<file path="config.mk">
export PLATFORM = sky130hd
export DESIGN_NAME = r2fft_front
export DESIGN_NICKNAME = d
export VERILOG_FILES = /design/src/hdl/r2fft_pkg.sv /design/src/hdl/r2fft_front.sv
export SDC_FILE = /design/constraint.sdc
export NUM_CORES = 1
export LEC_CHECK = 0
export ABC_AREA = 0
export BUFFER_PORTS_ARGS = -buffer_cell sky130_fd_sc_hd__clkbuf_2
export CORE_ASPECT_RATIO = 1.4
export CORE_MARGIN = 2
export CORE_UTILIZATION = 45
export CTS_CLUSTER_SIZE = 30
export DETAILED_ROUTE_END_ITERATION = 16
export PLACE_DENSITY_LB_ADDON = 0.3
export SYNTH_ARGS = -nofsm -noshare
export SYNTH_HDL_FRONTEND = slang
export SYNTH_SLANG_ARGS = --single-unit
export TNS_END_PERCENT = 20
</file>
<file path="constraint.sdc">
create_clock -name i_clk -period 2.5 [get_ports i_clk]
set_input_delay 0.125 -clock i_clk [delete_from_list [all_inputs] [get_ports i_clk]]
set_output_delay 0.125 -clock i_clk [all_outputs]
set_load 0.03 [all_outputs]
</file>
<file path="src/hdl/r2fft_pkg.sv">
// Shared constants, types and twiddle/address helpers for the radix-2 FFT core.
`default_nettype none
package r2fft_pkg;

    localparam int MaxLog2    = 6;
    localparam int MaxPoints  = 64;
    localparam int AddrW      = 6;
    localparam int CntW       = 7;
    localparam int SampleW    = 16;
    localparam int BinW       = 23;
    localparam int TwW        = 18;
    localparam int WordW      = 2 * BinW;
    localparam int QueueDepth = 4;
    localparam int QueuePtrW  = 2;
    localparam int CfgIdxW    = 2;
    localparam int CfgDataW   = 3;

    // configuration register indexes
    localparam logic [CfgIdxW-1:0] CfgLog2Points = 2'd0;
    localparam logic [CfgIdxW-1:0] CfgInverse    = 2'd1;

    // one queued item: sample, frame slot and end-of-frame mark
    typedef struct packed {
        logic signed [SampleW-1:0] re;
        logic signed [SampleW-1:0] im;
        logic [CntW-1:0]           slot;
        logic                      last;
    } t_qentry;

    // clamp the length register into 1..MaxLog2
    function automatic logic [2:0] used_log2(input logic [2:0] lg);
        logic [2:0] r;
        if (lg == 3'd0) begin
            r = 3'd1;
        end else if (lg > 3'(MaxLog2)) begin
            r = 3'(MaxLog2);
        end else begin
            r = lg;
        end
        return r;
    endfunction

    // reverse the low lg bits of an index
    function automatic logic [AddrW-1:0] bit_rev(input logic [AddrW-1:0] i,
                                                 input logic [2:0] lg);
        logic [AddrW-1:0] r;
        for (int b = 0; b < AddrW; b++) begin
            r[AddrW-1-b] = i[b];
        end
        return r >> (3'(MaxLog2) - lg);
    endfunction

    // sin(2*pi*k/64) in Q1.16, first quarter
    function automatic logic signed [TwW-1:0] quarter_sine(input logic [4:0] idx);
        logic signed [TwW-1:0] v;
        case (idx)
            5'd0:  v = 18'sd0;
            5'd1:  v = 18'sd6424;
            5'd2:  v = 18'sd12785;
            5'd3:  v = 18'sd19024;
            5'd4:  v = 18'sd25080;
            5'd5:  v = 18'sd30893;
            5'd6:  v = 18'sd36410;
            5'd7:  v = 18'sd41576;
            5'd8:  v = 18'sd46341;
            5'd9:  v = 18'sd50660;
            5'd10: v = 18'sd54491;
            5'd11: v = 18'sd57798;
            5'd12: v = 18'sd60547;
            5'd13: v = 18'sd62714;
            5'd14: v = 18'sd64277;
            5'd15: v = 18'sd65220;
            5'd16: v = 18'sd65536;
            default: v = 18'sd0;
        endcase
        return v;
    endfunction

    function automatic logic signed [TwW-1:0] tw_sin(input logic [AddrW-1:0] k);
        logic [4:0]            idx;
        logic signed [TwW-1:0] v;
        idx = k[4] ? (5'd16 - {1'b0, k[3:0]}) : {1'b0, k[3:0]};
        v   = quarter_sine(idx);
        return k[5] ? -v : v;
    endfunction

    function automatic logic signed [TwW-1:0] tw_cos(input logic [AddrW-1:0] k);
        return tw_sin(k + 6'd16);
    endfunction

endpackage
`default_nettype wire

</file>
<file path="src/hdl/r2fft_front.sv">
// Front end: accepts samples, tags frame slot and end of frame, queues them.
`default_nettype none
module r2fft_front (
    input  wire                                i_clk,
    input  wire                                i_rst_n,
    input  wire                                i_in_valid,
    output logic                               o_in_ready,
    input  wire  signed [r2fft_pkg::SampleW-1:0] i_sample_re,
    input  wire  signed [r2fft_pkg::SampleW-1:0] i_sample_im,
    input  wire  [2:0]                         i_log2,
    output logic                               o_q_valid,
    input  wire                                i_q_ready,
    output r2fft_pkg::t_qentry                 o_q_entry
);

    r2fft_pkg::t_qentry               r_fifo [r2fft_pkg::QueueDepth];
    logic [r2fft_pkg::QueuePtrW-1:0]  r_wptr, r_rptr;
    logic [r2fft_pkg::QueuePtrW:0]    r_count;
    logic [r2fft_pkg::CntW-1:0]       r_load_count;
    logic [r2fft_pkg::CntW:0]         npts;
    logic                             push, pop, frame_end;

    assign o_in_ready = (r_count != (r2fft_pkg::QueuePtrW + 1)'(r2fft_pkg::QueueDepth));
    assign o_q_valid  = (r_count != '0);
    assign o_q_entry  = r_fifo[r_rptr];
    assign push       = i_in_valid && o_in_ready;
    assign pop        = o_q_valid && i_q_ready;

    // frame ends when this sample brings the count up to the length in use
    assign npts      = (r2fft_pkg::CntW + 1)'(1) << r2fft_pkg::used_log2(i_log2);
    assign frame_end = ({1'b0, r_load_count} + 8'd1) >= npts;

    // queue storage
    always_ff @(posedge i_clk) begin
        if (push) begin
            r_fifo[r_wptr] <= '{re: i_sample_re, im: i_sample_im,
                                slot: r_load_count, last: frame_end};
        end
    end

    // pointers and frame counter
    always_ff @(posedge i_clk) begin
        if (!i_rst_n) begin
            r_wptr       <= '0;
            r_rptr       <= '0;
            r_count      <= '0;
            r_load_count <= '0;
        end else begin
            if (push) begin
                r_wptr       <= r_wptr + 1'b1;
                r_load_count <= frame_end ? '0 : r_load_count + 1'b1;
            end
            if (pop) begin
                r_rptr <= r_rptr + 1'b1;
            end
            if (push && !pop) begin
                r_count <= r_count + 1'b1;
            end else if (pop && !push) begin
                r_count <= r_count - 1'b1;
            end
        end
    end

endmodule
`default_nettype wire

</file>
# After elaboration in Yosys (flattened, before gate mapping)
# Memory sizes are Yosys's and may differ from the RTL's. A register that Yosys moved wholly into a read port is not among the register bits.
# Index checks and enable logic that the tools add are counted.
totals:
  output_inout_bits: 42
  word_cells: 33
  memories: 1
  ram_bits: 160
  in_bits: 39
  register_bits: 14
mem_list:
  columns: ["memory", "depth", "width", "rd", "rd_ports_with_merged_regs", "write_ports", "line", "source"]
  rows:
  - ["r_fifo", 4, 40, 1, 1, 1, "r2fft_front.sv:16", "r2fft_pkg::t_qentry r_fifo [r2fft_pkg::QueueDepth];"]
op_classes:
  shifts: 1
  n_reduce_logical: 9
  n_mux: 9
  n_lt_le_gt_ge: 2
  n_eq_ne: 1
  n_addsub: 6
op_table:
  columns: ["cell", "n"]
  rows:
  - ["3-bit 2-to-1 mux", 4]
  - ["7-bit by 1-bit adder with 8-bit output (second input constant)", 1]
  - ["8-bit >= comparator", 1]
  - ["1-bit by 3-bit left shift with 8-bit output (first input constant)", 1]
  - ["7-bit by 1-bit adder with 7-bit output (second input constant)", 1]
  - ["7-bit 2-to-1 mux", 1]
  - ["2-bit by 1-bit adder with 2-bit output (second input constant)", 2]
  - ["1-bit logical AND", 4]
  - ["2-bit 2-to-1 mux", 2]
  - ["3-bit by 1-bit adder with 3-bit output (second input constant)", 1]
  - ["3-bit > comparator (second input constant)", 1]
  - ["3-bit logical NOT", 1]
  - ["3-bit inequality test (second input constant)", 1]
  - ["3-bit nonzero test", 1]
  - ["3-bit by 1-bit subtractor with 3-bit output (second input constant)", 1]
  - ["1-bit logical NOT", 2]
  - ["1-bit 2-to-1 mux", 2]
  - ["2-bit nonzero test", 1]

# Longest topological paths before layout
depth:
  depth_word: 6
  depth_mapped: 10
  mapped_depth_nobuf: 9

# Least setup slack after synthesis
# Ideal clock, no wire load.
synth_path:
  path_type: "reg-to-reg"
  start: "reg r_count[0] (netlist name)"
  end: "reg r_count[2] (netlist name)"
  setup_time_ns: 0.076
  n_path_buf: 0
  required_time_ns: 2.424
  arrival_ns: 2.221
  period_less_slack_ns: 2.296
  stages_incl_launch_ff: 9
  slack_ns: 0.204
  cell_sequence: "dfxtp_1 > or3_2 > nand2_1 > ha_1 > inv_1 > fa_1 > xor2_1 > or3_1 > a21boi_0"
synth_between:
  elab_chain_cells: 5
  elab_cells_between_ends: 13
  cone_classes: "2 x add/sub; 1 x eq/ne; 2 x mux; 8 x reduce/logical"
synth_lines:
  columns: ["item", "line", "source"]
  rows:
  - ["start, declared", "r2fft_front.sv:18", "logic [r2fft_pkg::QueuePtrW:0] r_count;"]
  - ["start signal, assigned", "r2fft_front.sv:57", "r_count <= r_count + 1'b1;"]
  - ["start signal, assigned", "r2fft_front.sv:59", "r_count <= r_count - 1'b1;"]
  - ["3-bit nonzero test *", "r2fft_front.sv:24", "assign o_q_valid = (r_count != '0);"]
  - ["net o_q_valid", "r2fft_front.sv:11", "output logic o_q_valid,"]
  - ["1-bit logical AND *", "r2fft_front.sv:27", "assign pop = o_q_valid && i_q_ready;"]
  - ["1-bit logical NOT", "r2fft_front.sv:56", "if (push && !pop) begin"]
  - ["1-bit logical AND", "r2fft_front.sv:56", null]
  - ["3-bit 2-to-1 mux or 2-bit nonzero test (tied branches)", null, null]
# The timed path passes the listed nets; every way through them passes the cells marked *. The select of a mux whose other input is x is not followed.
# A chain may end at the register's enable or synchronous reset.

# Worst setup path in the final report
layout_path:
  start: "reg r_count[0] (netlist name)"
  end: "reg r_count[2] (netlist name)"
layout_between:
  elab_chain_cells: 5
  elab_cells_between_ends: 13
  cone_classes: "2 x add/sub; 1 x eq/ne; 2 x mux; 8 x reduce/logical"
layout_lines:
  columns: ["item"]
  rows:
  - ["parallel branches: the longest is 5 deep, another holds 3-bit by 1-bit subtractor with 3-bit output"]
# Parallel ways; which one is timed is not known. The select of a mux whose other input is x is not followed.

==> results.txt <==
The run finished with clean final reports. The die boundary height is 150 um. The worst register-to-register path begins at r_count[0]. The netlist uses 44 different library cells. The library cell used most frequently in the layout, excluding fill and tap cells, is sky130_fd_sc_hd__edfxtp_1. The endpoint required time on the critical path is 2.84 ns. The initial core utilization came out at 0.458. The fraction of synthesis flops using an asynchronous set or reset pin is 0. The number of core rows came out at 53. The worst reg-to-reg path cell count came out at 8. The global-route wire length before repair is 18600 um.

The share of total power in combinational logic is 0.270. The cell area that synthesis handed to floorplanning was 6860 sq um. The register bit total from synthesis is 176. In this run the worst path has a maximum fanout of 4. The area of the core is 15000 sq um. The post-synthesis cell count is 334. The placed instances occupy a cell area of 7520 sq um. The internal power of the cells totals 6090 uW. At the end of the flow, the number of nets in the layout was 514. The finished cells cover 8470 sq um. The critical path in this run is classified as flop to flop. The final critical path time including I/O delays and setup came out at 2.31 ns. The number of buffers added by the clock tree synthesis step is 17. The cell leakage power came out at 0.00297 uW.

The worst min-delay path category is input pin to flop. The routed design uses 6170 um of met2 wire. In this run the count of I/O pins placed on the die edge is 81. The number of endpoints with negative hold slack in the final report is 0. Setup repair after global routing left no endpoint under its margin. The reported max-cap violation count came out at 0. The synthesized area per cell is 20.5 sq um. Across all register-to-register paths, the minimum setup slack is 0.19 ns. After detailed routing, the total wire length is 11600 um. The final weighted congestion in routability-driven placement came out at 0.833.

The most critical setup path has its endpoint at r_count[2]. The via count normalized by instance count is 5.14. The initial antenna violation count is 1. The peak ir drop on the vdd network came out at 0.514 mV. The actual transition at the worst max-transition pin is 1.09 ns.

The tree is rooted in a sky130_fd_sc_hd__clkbuf_16. The worst setup path is captured at a flop. The die width is 108 um. After clock tree synthesis, the clock-pin slew on the worst setup and hold paths is 0.06 ns. The critical path startpoint is r_count[0].

The count of yosys warnings during synthesis is 0. The area enclosed by the die boundary came out at 16300 sq um. The fraction of the yosys area taken by sequential cells is 0.747.

The flip-flop cell with the highest count after synthesis is sky130_fd_sc_hd__edfxtp_1. Dividing the final minimum period by the clock period gives 0.925. The average wire per standard cell came out at 17.4 um. The clock reaches the later pin of the worst-skew pair after 0.41 ns. The met1 layer wirelength in the final routing is 4790 um. The worst setup path is launched from a flop.

The remaining number of nets flagged by the antenna check after routing is 0. The wire-length estimate of the detail-placed layout is 7010 um. The global-route congestion overflow total is 0. The power density over cell area came out at 1030 nW/um^2. The layout overhead on the synthesized area is 23.4%. The clock network power share is 0.306. The routed wire length on met3 is 489 um.

The final routed DRC violation total came out at 0. The total number of clock tree sinks is 176. The detailed-route via count is 3425. The number of global-route vias before repair is 3684. The global-route usage over all layers is 0.154. The share of total power dissipated in sequential elements is 0.424.

The total setup violations reported at the end of the flow is 0. The clock tree synthesis step divided the H-tree into 4 levels. The number of buffers added for setup after CTS is 0. The endpoint identified for the worst register-to-register timing path is r_count[2]. The count of input and output buffers is 80. The fraction of final layout cells with drive strength greater than 1 is 0.370. The fraction of power spent switching nets came out at 0.303. The topmost layer with routed signal wires is met4. For the worst setup path, the data arrival time is 2.65 ns. The top cell types in the final layout, fill and taps aside, are 160 x sky130_fd_sc_hd__edfxtp_1, 80 x sky130_fd_sc_hd__clkbuf_2, 40 x sky130_fd_sc_hd__mux4_2. TritonCTS built the clock tree.

The sum of negative setup slack came out at 0 ns. The post-route clock skew came out at 0.00689 ns. Measured against its own limit, the worst slew margin works out to 0.273.

The maximum buffer depth of the clock tree came out at 2. The net count of the mapped netlist came out at 388. The fmax is 433 MHz. The final number of max-transition violations came out at 0.

For this run, the detailed router's first-pass iteration total came to 4. The maximum number of pins on one net before global-route repair came out at 41. The number of design-rule violations left by the first detailed-router iteration is 223. Summed over all nets, the switching power comes to 2650 uW. Counting the fill cells in the layout gives 1184. The number of flops mapped to enable cells by yosys is 160.
==> sequential cells by signal, summed over array words and instances (netlist names), named ones only <==
register / count
r_load_count: 7
r_wptr: 2
r_rptr: 2
r_count: 3
r_fifo: 160
==> critical path: stages (launching register included) <==
cell,delay (ns)
sky130_fd_sc_hd__dfxtp_1,0.35
sky130_fd_sc_hd__or3_2,0.49
sky130_fd_sc_hd__nand2_1,0.14
sky130_fd_sc_hd__ha_1,0.20
sky130_fd_sc_hd__inv_1,0.06
sky130_fd_sc_hd__fa_1,0.37
sky130_fd_sc_hd__xor2_1,0.16
sky130_fd_sc_hd__or3_1,0.31
sky130_fd_sc_hd__a21boi_0,0.16
==> logic make-up (layout without fill, tap and decap cells) <==
group | count (synthesis) | in the layout | share of synthesized area
AO/OA/AOI/OAI | 17 | 17 | 0.0184
XOR/XNOR | 10 | 10 | 0.0128
adder cells (fa/ha/maj) | 15 | 15 | 0.0284
buffers and inverters | 19 | 158 | 0.0133
flip-flops | 176 | 176 | 0.747
multiplexers | 41 | 41 | 0.133
other | 2 | 3 | 0.00109
AND/OR/NAND/NOR | 54 | 54 | 0.0465
==> cell type report <==
cell class | count | area, sq um | area share
sequential | 176 | 5130 | 0.606
multi-input combinational | 139 | 1660 | 0.196
timing repair buffer | 119 | 798 | 0.0942
clock buffer | 17 | 425 | 0.0502
tap | 192 | 240 | 0.0284
clock inverter | 15 | 184 | 0.0217
inverter | 7 | 26.3 | 0.00310
antenna | 1 | 2.50 | 0.000295
==> what timing repair did <==
item / CTS / global route
setup endpoints to repair: 0 / 3
gates resized for setup: 0 / 3
hold buffers: 32 / 0
endpoints found under the hold margin: 128 / 0
==> per-layer routing <==
metal / global-route usage / vias up
met2: 0.266 / 78
met5: 0 / -
li1: - / 1605
met4: 0.0564 / 0
met3: 0.0346 / 12
met1: 0.191 / 1730
==> cells in the mapped netlist, drive strengths merged, types with 4 or more instances <==
cell	count	area, sq um
inv	7	26.3
a21boi	4	30.0
and2	8	50.1
clkbuf	5	18.8
dfxtp	16	320
xnor2	7	61.3
and3	8	55.1
edfxtp	160	4800
nand3	4	20.0
buf	7	46.3
ha	14	175
mux4	40	901
nand2	16	67.6
==> power by group through the flow <==
stage	combinational [uW]	clock, uW	sequential (uW)
final	2360	2680	3700
after global routing	2560	2840	3740
after CTS	2410	2720	3710
after detailed placement	2360	0	3770
after global placement	2350	0	3750
after floorplan	1770	0	3710
==> worst min path at each step <==
stage | start | endpoint | cells after the start
6_report | i_rst_n | r_load_count[5] | 2
5_1_grt | i_rst_n | r_load_count[5] | 2
4_1_cts | i_rst_n | r_load_count[5] | 2
3_5_place_dp | i_sample_re[15] | r_fifo[1][39] | 1
3_3_place_gp | i_sample_im[8] | r_fifo[0][16] | 1
2_1_floorplan | i_sample_im[2] | r_fifo[0][10] | 0
==> metrics by stage <==
| stage | util | power [uW] | cells | hold WS [ns] | setup WS [ns] |
|---|---|---|---|---|---|
| finish | 0.565 | 8740 | 666 | 0.107 | 0.188 |
| global placement | 0.502 | 6100 | 601 | 0.338 | 0.251 |
| global route | 0.565 | 9140 | 666 | 0.131 | 0.00222 |
| detailed placement | 0.502 | 6130 | 601 | 0.347 | 0.170 |
| floorplan | - | 5490 | 334 | 0.224 | 0.204 |
| CTS | 0.564 | 8840 | 665 | 0.120 | 0.146 |
Power figures use the tool's default switching activity.
